**src/hw/rtl/kre_pkg.sv**
```systemverilog
// Package with the types and constants shared by the keyboard report event logic.
`timescale 1ns / 1ps

package kre_pkg;

    // Number of key-code slots in a boot-protocol keyboard report.
    localparam int KEY_SLOTS    = 6;
    localparam int EVENTS       = 2 * KEY_SLOTS;
    localparam int SLOT_W       = $clog2(KEY_SLOTS);
    localparam int QUEUE_DEPTH  = 2;

    // Boot report: modifier byte, reserved byte, then the key slots.
    localparam logic [6:0] REPORT_MIN_LEN   = 7'(2 + KEY_SLOTS);
    // Codes 0 to 3 are no key, rollover, post fail and undefined.
    localparam logic [7:0] LAST_NO_KEY_CODE = 8'h03;
    localparam logic       EV_RELEASE       = 1'b1;
    localparam logic       EV_PRESS         = 1'b0;
    localparam logic [7:0] RELEASE_MODIFIER = 8'h00;

    typedef logic [7:0] key_code_t;

    typedef struct packed {
        logic [6:0] report_length;
        logic [7:0] modifier_bits;
        logic [7:0] key_slot_0;
        logic [7:0] key_slot_1;
        logic [7:0] key_slot_2;
        logic [7:0] key_slot_3;
        logic [7:0] key_slot_4;
        logic [7:0] key_slot_5;
    } kre_in_t;

    typedef struct packed {
        logic [7:0] event_key;
        logic [7:0] event_modifier;
        logic       is_release;
        logic       last_event;
    } kre_out_t;

    // One classified report. Event bit 2*i is the release check of slot i,
    // bit 2*i+1 the press check of slot i, so ascending bit order is output order.
    typedef struct packed {
        logic [7:0]                  modifier;
        key_code_t [KEY_SLOTS-1:0]   old_keys;
        key_code_t [KEY_SLOTS-1:0]   new_keys;
        logic [EVENTS-1:0]           events;
    } kre_job_t;

endpackage

```
**src/hw/rtl/kre_front.sv**
```systemverilog
// Front end: accepts reports, compares them with the stored keys and builds event masks.
`timescale 1ns / 1ps

module kre_front import kre_pkg::*; (
    input  logic     aclk,
    input  logic     aresetn,
    input  logic     s_valid,
    output logic     s_ready,
    input  kre_in_t  s_data,
    output logic     push_valid,
    input  logic     push_ready,
    output kre_job_t push_job
);

    key_code_t [KEY_SLOTS-1:0] prev_keys_reg;
    key_code_t [KEY_SLOTS-1:0] prev_keys_next;
    key_code_t [KEY_SLOTS-1:0] fresh;
    logic [KEY_SLOTS-1:0]      rel_mask;
    logic [KEY_SLOTS-1:0]      prs_mask;
    logic [EVENTS-1:0]         events;
    logic                      accept;
    logic                      long_report;

    always_comb begin
        fresh[0] = s_data.key_slot_0;
        fresh[1] = s_data.key_slot_1;
        fresh[2] = s_data.key_slot_2;
        fresh[3] = s_data.key_slot_3;
        fresh[4] = s_data.key_slot_4;
        fresh[5] = s_data.key_slot_5;
    end

    // A key is released when it was held and appears in no new slot, and
    // pressed when it is held now and appeared in no previous slot.
    always_comb begin
        for (int i = 0; i < KEY_SLOTS; i++) begin
            logic old_seen;
            logic new_seen;
            old_seen = 1'b0;
            new_seen = 1'b0;
            for (int k = 0; k < KEY_SLOTS; k++) begin
                if (fresh[k] == prev_keys_reg[i]) begin
                    old_seen = 1'b1;
                end
                if (prev_keys_reg[k] == fresh[i]) begin
                    new_seen = 1'b1;
                end
            end
            rel_mask[i] = (prev_keys_reg[i] > LAST_NO_KEY_CODE) && !old_seen;
            prs_mask[i] = (fresh[i] > LAST_NO_KEY_CODE) && !new_seen;
            events[2*i]     = rel_mask[i];
            events[2*i + 1] = prs_mask[i];
        end
    end

    assign long_report = (s_data.report_length >= REPORT_MIN_LEN);
    assign s_ready     = push_ready;
    assign accept      = s_valid && s_ready;
    assign push_valid  = s_valid && long_report && (|events);

    always_comb begin
        push_job.modifier = s_data.modifier_bits;
        push_job.old_keys = prev_keys_reg;
        push_job.new_keys = fresh;
        push_job.events   = events;
    end

    always_comb begin
        prev_keys_next = prev_keys_reg;
        if (accept && long_report) begin
            prev_keys_next = fresh;
        end
    end

    always_ff @(posedge aclk) begin
        if (!aresetn) begin
            prev_keys_reg <= '0;
        end else begin
            prev_keys_reg <= prev_keys_next;
        end
    end

endmodule

```
**src/hw/rtl/kre_queue.sv**
```systemverilog
// Short job queue between the front end and the event sequencer.
`timescale 1ns / 1ps

module kre_queue import kre_pkg::*; #(
    parameter int DEPTH = QUEUE_DEPTH   // 2 or more
) (
    input  logic     aclk,
    input  logic     aresetn,
    input  logic     in_valid,
    output logic     in_ready,
    input  kre_job_t in_job,
    output logic     out_valid,
    input  logic     out_ready,
    output kre_job_t out_job
);

    localparam int PTR_W = $clog2(DEPTH);
    localparam int CNT_W = $clog2(DEPTH + 1);

    kre_job_t           slots_reg [DEPTH];
    logic [PTR_W-1:0]   wr_ptr_reg;
    logic [PTR_W-1:0]   wr_ptr_next;
    logic [PTR_W-1:0]   rd_ptr_reg;
    logic [PTR_W-1:0]   rd_ptr_next;
    logic [CNT_W-1:0]   count_reg;
    logic [CNT_W-1:0]   count_next;
    logic               do_push;
    logic               do_pop;

    assign in_ready  = (count_reg != CNT_W'(DEPTH));
    assign out_valid = (count_reg != '0);
    assign out_job   = slots_reg[rd_ptr_reg];
    assign do_push   = in_valid && in_ready;
    assign do_pop    = out_valid && out_ready;

    always_comb begin
        wr_ptr_next = wr_ptr_reg;
        rd_ptr_next = rd_ptr_reg;
        count_next  = count_reg;
        if (do_push) begin
            wr_ptr_next = (wr_ptr_reg == PTR_W'(DEPTH - 1)) ? '0 : wr_ptr_reg + 1'b1;
        end
        if (do_pop) begin
            rd_ptr_next = (rd_ptr_reg == PTR_W'(DEPTH - 1)) ? '0 : rd_ptr_reg + 1'b1;
        end
        if (do_push && !do_pop) begin
            count_next = count_reg + 1'b1;
        end else if (do_pop && !do_push) begin
            count_next = count_reg - 1'b1;
        end
    end

    always_ff @(posedge aclk) begin
        if (!aresetn) begin
            wr_ptr_reg <= '0;
            rd_ptr_reg <= '0;
            count_reg  <= '0;
        end else begin
            wr_ptr_reg <= wr_ptr_next;
            rd_ptr_reg <= rd_ptr_next;
            count_reg  <= count_next;
        end
    end

    always_ff @(posedge aclk) begin
        if (do_push) begin
            slots_reg[wr_ptr_reg] <= in_job;
        end
    end

endmodule

```
**src/hw/rtl/kre_back.sv**
```systemverilog
// Back end: walks the event mask of one job and emits one key event per cycle while the output accepts them.
`timescale 1ns / 1ps

module kre_back import kre_pkg::*; (
    input  logic     aclk,
    input  logic     aresetn,
    input  logic     pop_valid,
    output logic     pop_ready,
    input  kre_job_t pop_job,
    output logic     m_valid,
    input  logic     m_ready,
    output kre_out_t m_data
);

    kre_job_t          job_reg;
    kre_job_t          job_next;
    logic              busy_reg;
    logic              busy_next;
    logic [EVENTS-1:0] pend_reg;
    logic [EVENTS-1:0] pend_next;
    logic              m_valid_reg;
    logic              m_valid_next;
    kre_out_t          m_data_reg;
    kre_out_t          m_data_next;

    logic [EVENTS-1:0] lowest;
    logic [EVENTS-1:0] rest;
    logic [SLOT_W-1:0] slot;
    logic              rel;
    logic              advance;
    logic              finishing;
    logic              load;
    kre_out_t          ev;

    // Isolate the lowest pending event, which is the next one in output order.
    assign lowest = pend_reg & (~pend_reg + 1'b1);
    assign rest   = pend_reg & ~lowest;

    always_comb begin
        slot = '0;
        rel  = EV_PRESS;
        for (int j = 0; j < KEY_SLOTS; j++) begin
            if (lowest[2*j]) begin
                slot = SLOT_W'(j);
                rel  = EV_RELEASE;
            end
            if (lowest[2*j + 1]) begin
                slot = SLOT_W'(j);
                rel  = EV_PRESS;
            end
        end
    end

    always_comb begin
        if (rel == EV_RELEASE) begin
            ev.event_key      = job_reg.old_keys[slot];
            ev.event_modifier = RELEASE_MODIFIER;
        end else begin
            ev.event_key      = job_reg.new_keys[slot];
            ev.event_modifier = job_reg.modifier;
        end
        ev.is_release = rel;
        ev.last_event = (rest == '0);
    end

    assign advance   = busy_reg && (!m_valid_reg || m_ready);
    assign finishing = advance && (rest == '0);
    assign pop_ready = !busy_reg || finishing;
    assign load      = pop_valid && pop_ready;

    always_comb begin
        busy_next = busy_reg;
        pend_next = pend_reg;
        job_next  = job_reg;
        if (load) begin
            busy_next = 1'b1;
            pend_next = pop_job.events;
            job_next  = pop_job;
        end else if (finishing) begin
            busy_next = 1'b0;
            pend_next = '0;
        end else if (advance) begin
            pend_next = rest;
        end
    end

    always_comb begin
        m_valid_next = m_valid_reg;
        m_data_next  = m_data_reg;
        if (advance) begin
            m_valid_next = 1'b1;
            m_data_next  = ev;
        end else if (m_ready) begin
            m_valid_next = 1'b0;
        end
    end

    always_ff @(posedge aclk) begin
        if (!aresetn) begin
            busy_reg    <= 1'b0;
            pend_reg    <= '0;
            m_valid_reg <= 1'b0;
        end else begin
            busy_reg    <= busy_next;
            pend_reg    <= pend_next;
            m_valid_reg <= m_valid_next;
        end
    end

    always_ff @(posedge aclk) begin
        job_reg    <= job_next;
        m_data_reg <= m_data_next;
    end

    assign m_valid = m_valid_reg;
    assign m_data  = m_data_reg;

endmodule

```
**src/hw/rtl/keyboard_report_to_key_events_core.sv**
```systemverilog
// Top level: turns keyboard boot reports into a stream of key press and release events.
//
//  Channel   Direction  Handshake          Payload
//  s_        in         s_valid/s_ready    kre_in_t: length, modifier, six key slots
//  m_        out        m_valid/m_ready    kre_out_t: key, modifier, release flag, last mark
//
// A report is classified in the cycle it is accepted; the queue then holds it until
// the sequencer takes it. The sequencer emits one event per cycle while m_ready is
// high, so a report yields from 0 to 12 events. Short and no-change reports are
// accepted but produce no transfer. Reset (aresetn low, synchronous) clears the
// stored keys, the queue and the output register. Input stalls only when the queue is full.
`timescale 1ns / 1ps

module keyboard_report_to_key_events_core import kre_pkg::*; #(
    parameter int QUEUE_ENTRIES = QUEUE_DEPTH
) (
    input  logic     aclk,
    input  logic     aresetn,
    input  logic     s_valid,
    output logic     s_ready,
    input  kre_in_t  s_data,
    output logic     m_valid,
    input  logic     m_ready,
    output kre_out_t m_data
);

    logic     push_valid;
    logic     push_ready;
    kre_job_t push_job;
    logic     pop_valid;
    logic     pop_ready;
    kre_job_t pop_job;

    kre_front u_front (
        .aclk       (aclk),
        .aresetn    (aresetn),
        .s_valid    (s_valid),
        .s_ready    (s_ready),
        .s_data     (s_data),
        .push_valid (push_valid),
        .push_ready (push_ready),
        .push_job   (push_job)
    );

    kre_queue #(
        .DEPTH (QUEUE_ENTRIES)
    ) u_queue (
        .aclk      (aclk),
        .aresetn   (aresetn),
        .in_valid  (push_valid),
        .in_ready  (push_ready),
        .in_job    (push_job),
        .out_valid (pop_valid),
        .out_ready (pop_ready),
        .out_job   (pop_job)
    );

    kre_back u_back (
        .aclk      (aclk),
        .aresetn   (aresetn),
        .pop_valid (pop_valid),
        .pop_ready (pop_ready),
        .pop_job   (pop_job),
        .m_valid   (m_valid),
        .m_ready   (m_ready),
        .m_data    (m_data)
    );

endmodule
```
**config.mk**
```make
export PLATFORM = sky130hd
export DESIGN_NAME = keyboard_report_to_key_events_core
export DESIGN_NICKNAME = d
export VERILOG_FILES = /design/src/hw/rtl/kre_pkg.sv /design/src/hw/rtl/kre_front.sv /design/src/hw/rtl/kre_queue.sv /design/src/hw/rtl/kre_back.sv /design/src/hw/rtl/keyboard_report_to_key_events_core.sv
export SDC_FILE = /design/constraint.sdc
export NUM_CORES = 1
export LEC_CHECK = 0
export ABC_CLOCK_PERIOD_IN_PS = 17500
export BUFFER_PORTS_ARGS = -buffer_cell sky130_fd_sc_hd__buf_2
export CAP_MARGIN = 20
export CORE_MARGIN = 1
export CORE_UTILIZATION = 64
export CTS_BUF_LIST = sky130_fd_sc_hd__clkbuf_4 sky130_fd_sc_hd__clkbuf_8
export CTS_CLUSTER_SIZE = 40
export DETAILED_ROUTE_END_ITERATION = 10
export PLACE_DENSITY_LB_ADDON = 0.12
export SETUP_SLACK_MARGIN = 0.02
export SLEW_MARGIN = 15
export SYNTH_ARGS = -nofsm -noshare
export SYNTH_HDL_FRONTEND = slang
export SYNTH_SLANG_ARGS = --single-unit
```
**constraint.sdc**
```tcl
create_clock -name aclk -period 17.5 [get_ports aclk]
set_input_delay 0.875 -clock aclk [delete_from_list [all_inputs] [get_ports aclk]]
set_output_delay 0.875 -clock aclk [all_outputs]
set_load 0.005 [all_outputs]
```
==> results.txt <==
worst min path class -> in -> reg
fraction of the mapped netlist area in adder cells -> 0.171%
Compound-Gate Fraction of Synth Area -> 4.57%
routability congestion estimate -> 0.930
Yosys cell types -> 53
Worst path most repeated cell -> buf_4
Slew @ Worst Pin -> 1.09 ns
Core Region -> 30000 µm²
max reg flops -> 232
Synth Register Bits -> 421
Setup CP Type -> reg -> reg
vias in the first global route -> 12300
CTS tree -> done
Worst EP required -> 17.71 ns
Nets -> 1680
Num Clock Sinks -> 421
Non-Filler Instances -> 2054
crit-path max FO -> 58
RSZ-0062 raised after global routing -> no
die span in y -> 178 µm
IO Pins -> 87
Crit Reg-Reg Endpoint -> u_queue.slots_reg[0][26]$_DFFE_PP_
remaining antenna violation count after routing -> 0
largest net degree at the start of global routing -> 70
Setup TNS -> 0 ns
fin. max-slew vios -> 0
Post-Synth XOR/XNOR Area -> 12.9%
Hold Buf Count CTS -> 0
Setup crit end kind -> flip-flop
RR Startpoint -> u_front.push_job[68]$_SDFFE_PN0P_
Hold Fails Final Rpt -> 0
P&R area growth vs syn -> 9.07%
setup ws final -> 12.56 ns
fin util -> 71.9%
CP Cell Sequence -> xor2_1 -> nor4_1 -> nand2_1 -> nand3_1 -> nor4b_1 -> nor4_2 -> a31oi_1 -> nor2b_4 -> buf_4 -> buf_4
fmax -> 202 MHz
Rel. slew slack -> 26.0%
post-cts gate resize count -> 0
dominant cell type by area after synthesis -> edfxtp_1
Worst Hold Path EP -> u_queue.slots_reg[1][115]$_DFFE_PP_
Iter 0 DRT Violations -> 1217
status -> finished clean
CP max-delay cell -> nor4b_1
data arrival time of the worst path -> 5.15 ns
Root Driver -> clkbuf_8
delay-heaviest family, CP -> simple AND/OR/NAND/NOR gates
global-route wire length before repair -> 74.0 mm
DP HPWL -> 30.6 mm
GR Overflow Total -> 0
Avg WL per Cell -> 24.1 µm
post-route DRC violation count -> 0
Synth Instances -> 1593
share of layout cells above drive strength 1 -> 20.4%
Synth top cells by count -> edfxtp_1 (354), nand2_1 (224), xor2_1 (177)
PortBufs -> 83
Worst R2R Setup Slack -> 12.56 ns
DR vias/cell -> 6.13
average cell area after synthesis -> 12.4 µm²
LEAKAGE -> 0.00777 µW
main combinational cell family by area after synthesis -> XOR/XNOR gates
Initial Util -> 65.9%
peak supply drop -> 0.000211 V
Synth top area share -> 53.9%
CP peak stage delay -> 0.89 ns
crit path time final -> 4.94 ns
clk buf depth -> 3
post-placement setup slack -> 12.23 ns
total of max-cap violations -> 0
clock skew -> 0.0387 ns
FF-to-FF path depth -> 10
die width -> 178 µm
tightest hold margin -> 0.457 ns
number of synthesized flops with an enable pin -> 354
CTS clk-pin slew, worst paths -> 0.06 ns
top post-synthesis cells by area -> edfxtp_1 (54%), xor2_1 (7.9%), dfxtp_1 (6.8%), mux2_2 (6.0%), xnor2_1 (5.1%)
H-tree depth -> 3
fill count -> 2059
Cells on Worst Hold Path -> 1
mux contribution to synthesized area -> 6.55%
Synth Area in Simple Gates -> 11.3%
Async S/R FF share, synth -> 0%
dpl cells -> 1932
final setup fails -> 0
worst path bufs/invs -> 2
synth warn -> 0
count leader, synth -> edfxtp_1
CTS Buf Count -> 67
vias -> 12600
Power Density -> 171 nW/µm²
die area -> 31500 µm²
sequential-to-total area share from yosys stat -> 60.6%
Clock Latency Late Sink -> 0.61 ns
All-Layer GR Usage -> 32.3%
final wirelength -> 49.6 mm
Mapped Nets -> 1661
synthesized area -> 19700 µm²
drt pass-1 iters -> 5
predominant post-synthesis flop cell -> edfxtp_1
period utilization -> 28.2%
HP Start -> s_data[55]
initial antenna violation count -> 1
crit path launch type -> flip-flop
# Post-CTS Setup Buffers -> 0
diode count -> 0
Row Count -> 63
==> kinds of logic after synthesis <==
| logic type | Yosys count |
|---|---|
| XOR/XNOR | 291 |
| AND/OR/NAND/NOR | 469 |
| AO/OA/AOI/OAI | 128 |
| flip-flops | 421 |
| buffers and inverters | 165 |
| adder cells (fa/ha/maj) | 3 |
| multiplexers | 116 |
==> cell type report <==
type | count | area, µm² | area share, %
sequential | 421 | 12000 | 55.6
multi-input combinational | 1007 | 7040 | 32.7
clock buffer | 107 | 1260 | 5.85
timing repair buffer | 97 | 541 | 2.51
tap | 390 | 488 | 2.27
clock inverter | 14 | 151 | 0.703
inverter | 18 | 70.1 | 0.325
==> worst reg2reg max path: stages, from the launching register on <==
cell and delay, ns:
dfxtp_1 0.79, xor2_1 0.21, nor4_1 0.08, nand2_1 0.12, nand3_1 0.09, nor4b_1 0.89
nor4_2 0.17, a31oi_1 0.38, nor2b_4 0.35, buf_4 0.64, buf_4 0.76
==> metrics by stage <==
stage | instance area [µm²] | total power (µW)
after floorplan | 19700 | 2400
after global placement | 20100 | 2790
after global routing | 21500 | 3860
final | 21500 | 3690
after detailed placement | 20100 | 2840
after CTS | 21500 | 3700
==> worst max-delay path by stage <==
stage | startpoint | endpoint | slack (ns) | cells past startpoint
2_1_floorplan | s_data[6] | u_queue.slots_reg[0][0]$_DFFE_PP_ | 9.57 | 9
3_3_place_gp | s_data[15] | u_queue.slots_reg[0][40]$_DFFE_PP_ | 12.24 | 11
5_1_grt | u_front.push_job[68]$_SDFFE_PN0P_ | u_queue.slots_reg[0][26]$_DFFE_PP_ | 12.35 | 10
4_1_cts | u_front.push_job[68]$_SDFFE_PN0P_ | u_queue.slots_reg[0][26]$_DFFE_PP_ | 12.61 | 10
6_report | u_front.push_job[68]$_SDFFE_PN0P_ | u_queue.slots_reg[0][26]$_DFFE_PP_ | 12.56 | 10
3_5_place_dp | s_data[32] | u_queue.slots_reg[0][40]$_DFFE_PP_ | 12.23 | 11
==> routing by layer <==
| layer | share of wire, % | up-vias | global-route usage [%] |
|---|---|---|---|
| met5 | 0 | - | 0 |
| met4 | 3.5 | 0 | 13.6 |
| met3 | 7.3 | 114 | 5.14 |
| met2 | 48 | 555 | 52.4 |
| met1 | 42 | 6257 | 43.3 |
| li1 | - | 5664 | - |
==> where the power goes <==
part,internal [µW],switching (µW)
registers,1450,153
clock network,490,376
logic,398,819
==> cell usage in the layout (no fill, tap or decap), types with 3 or more instances in the layout <==
cell,count
mux2_2,106
o21ai_1,3
a311oi_1,16
a21oi_1,15
o21ai_0,23
or4_1,7
nand2_1,224
clkinv_1,6
and3_1,8
nor4_1,58
clkbuf_4,34
xnor2_1,114
nand2b_1,3
nor4_2,4
or3_1,4
o32ai_1,3
a21boi_0,51
mux2i_1,10
inv_1,17
nand4_1,37
buf_2,83
clkbuf_8,73
nor2_1,58
nor3_1,9
edfxtp_1,354
dfxtp_1,66
nand3_1,30
and2_1,14
xor2_1,177
buf_4,13
Note: power is estimated with default switching activity, not from simulation.
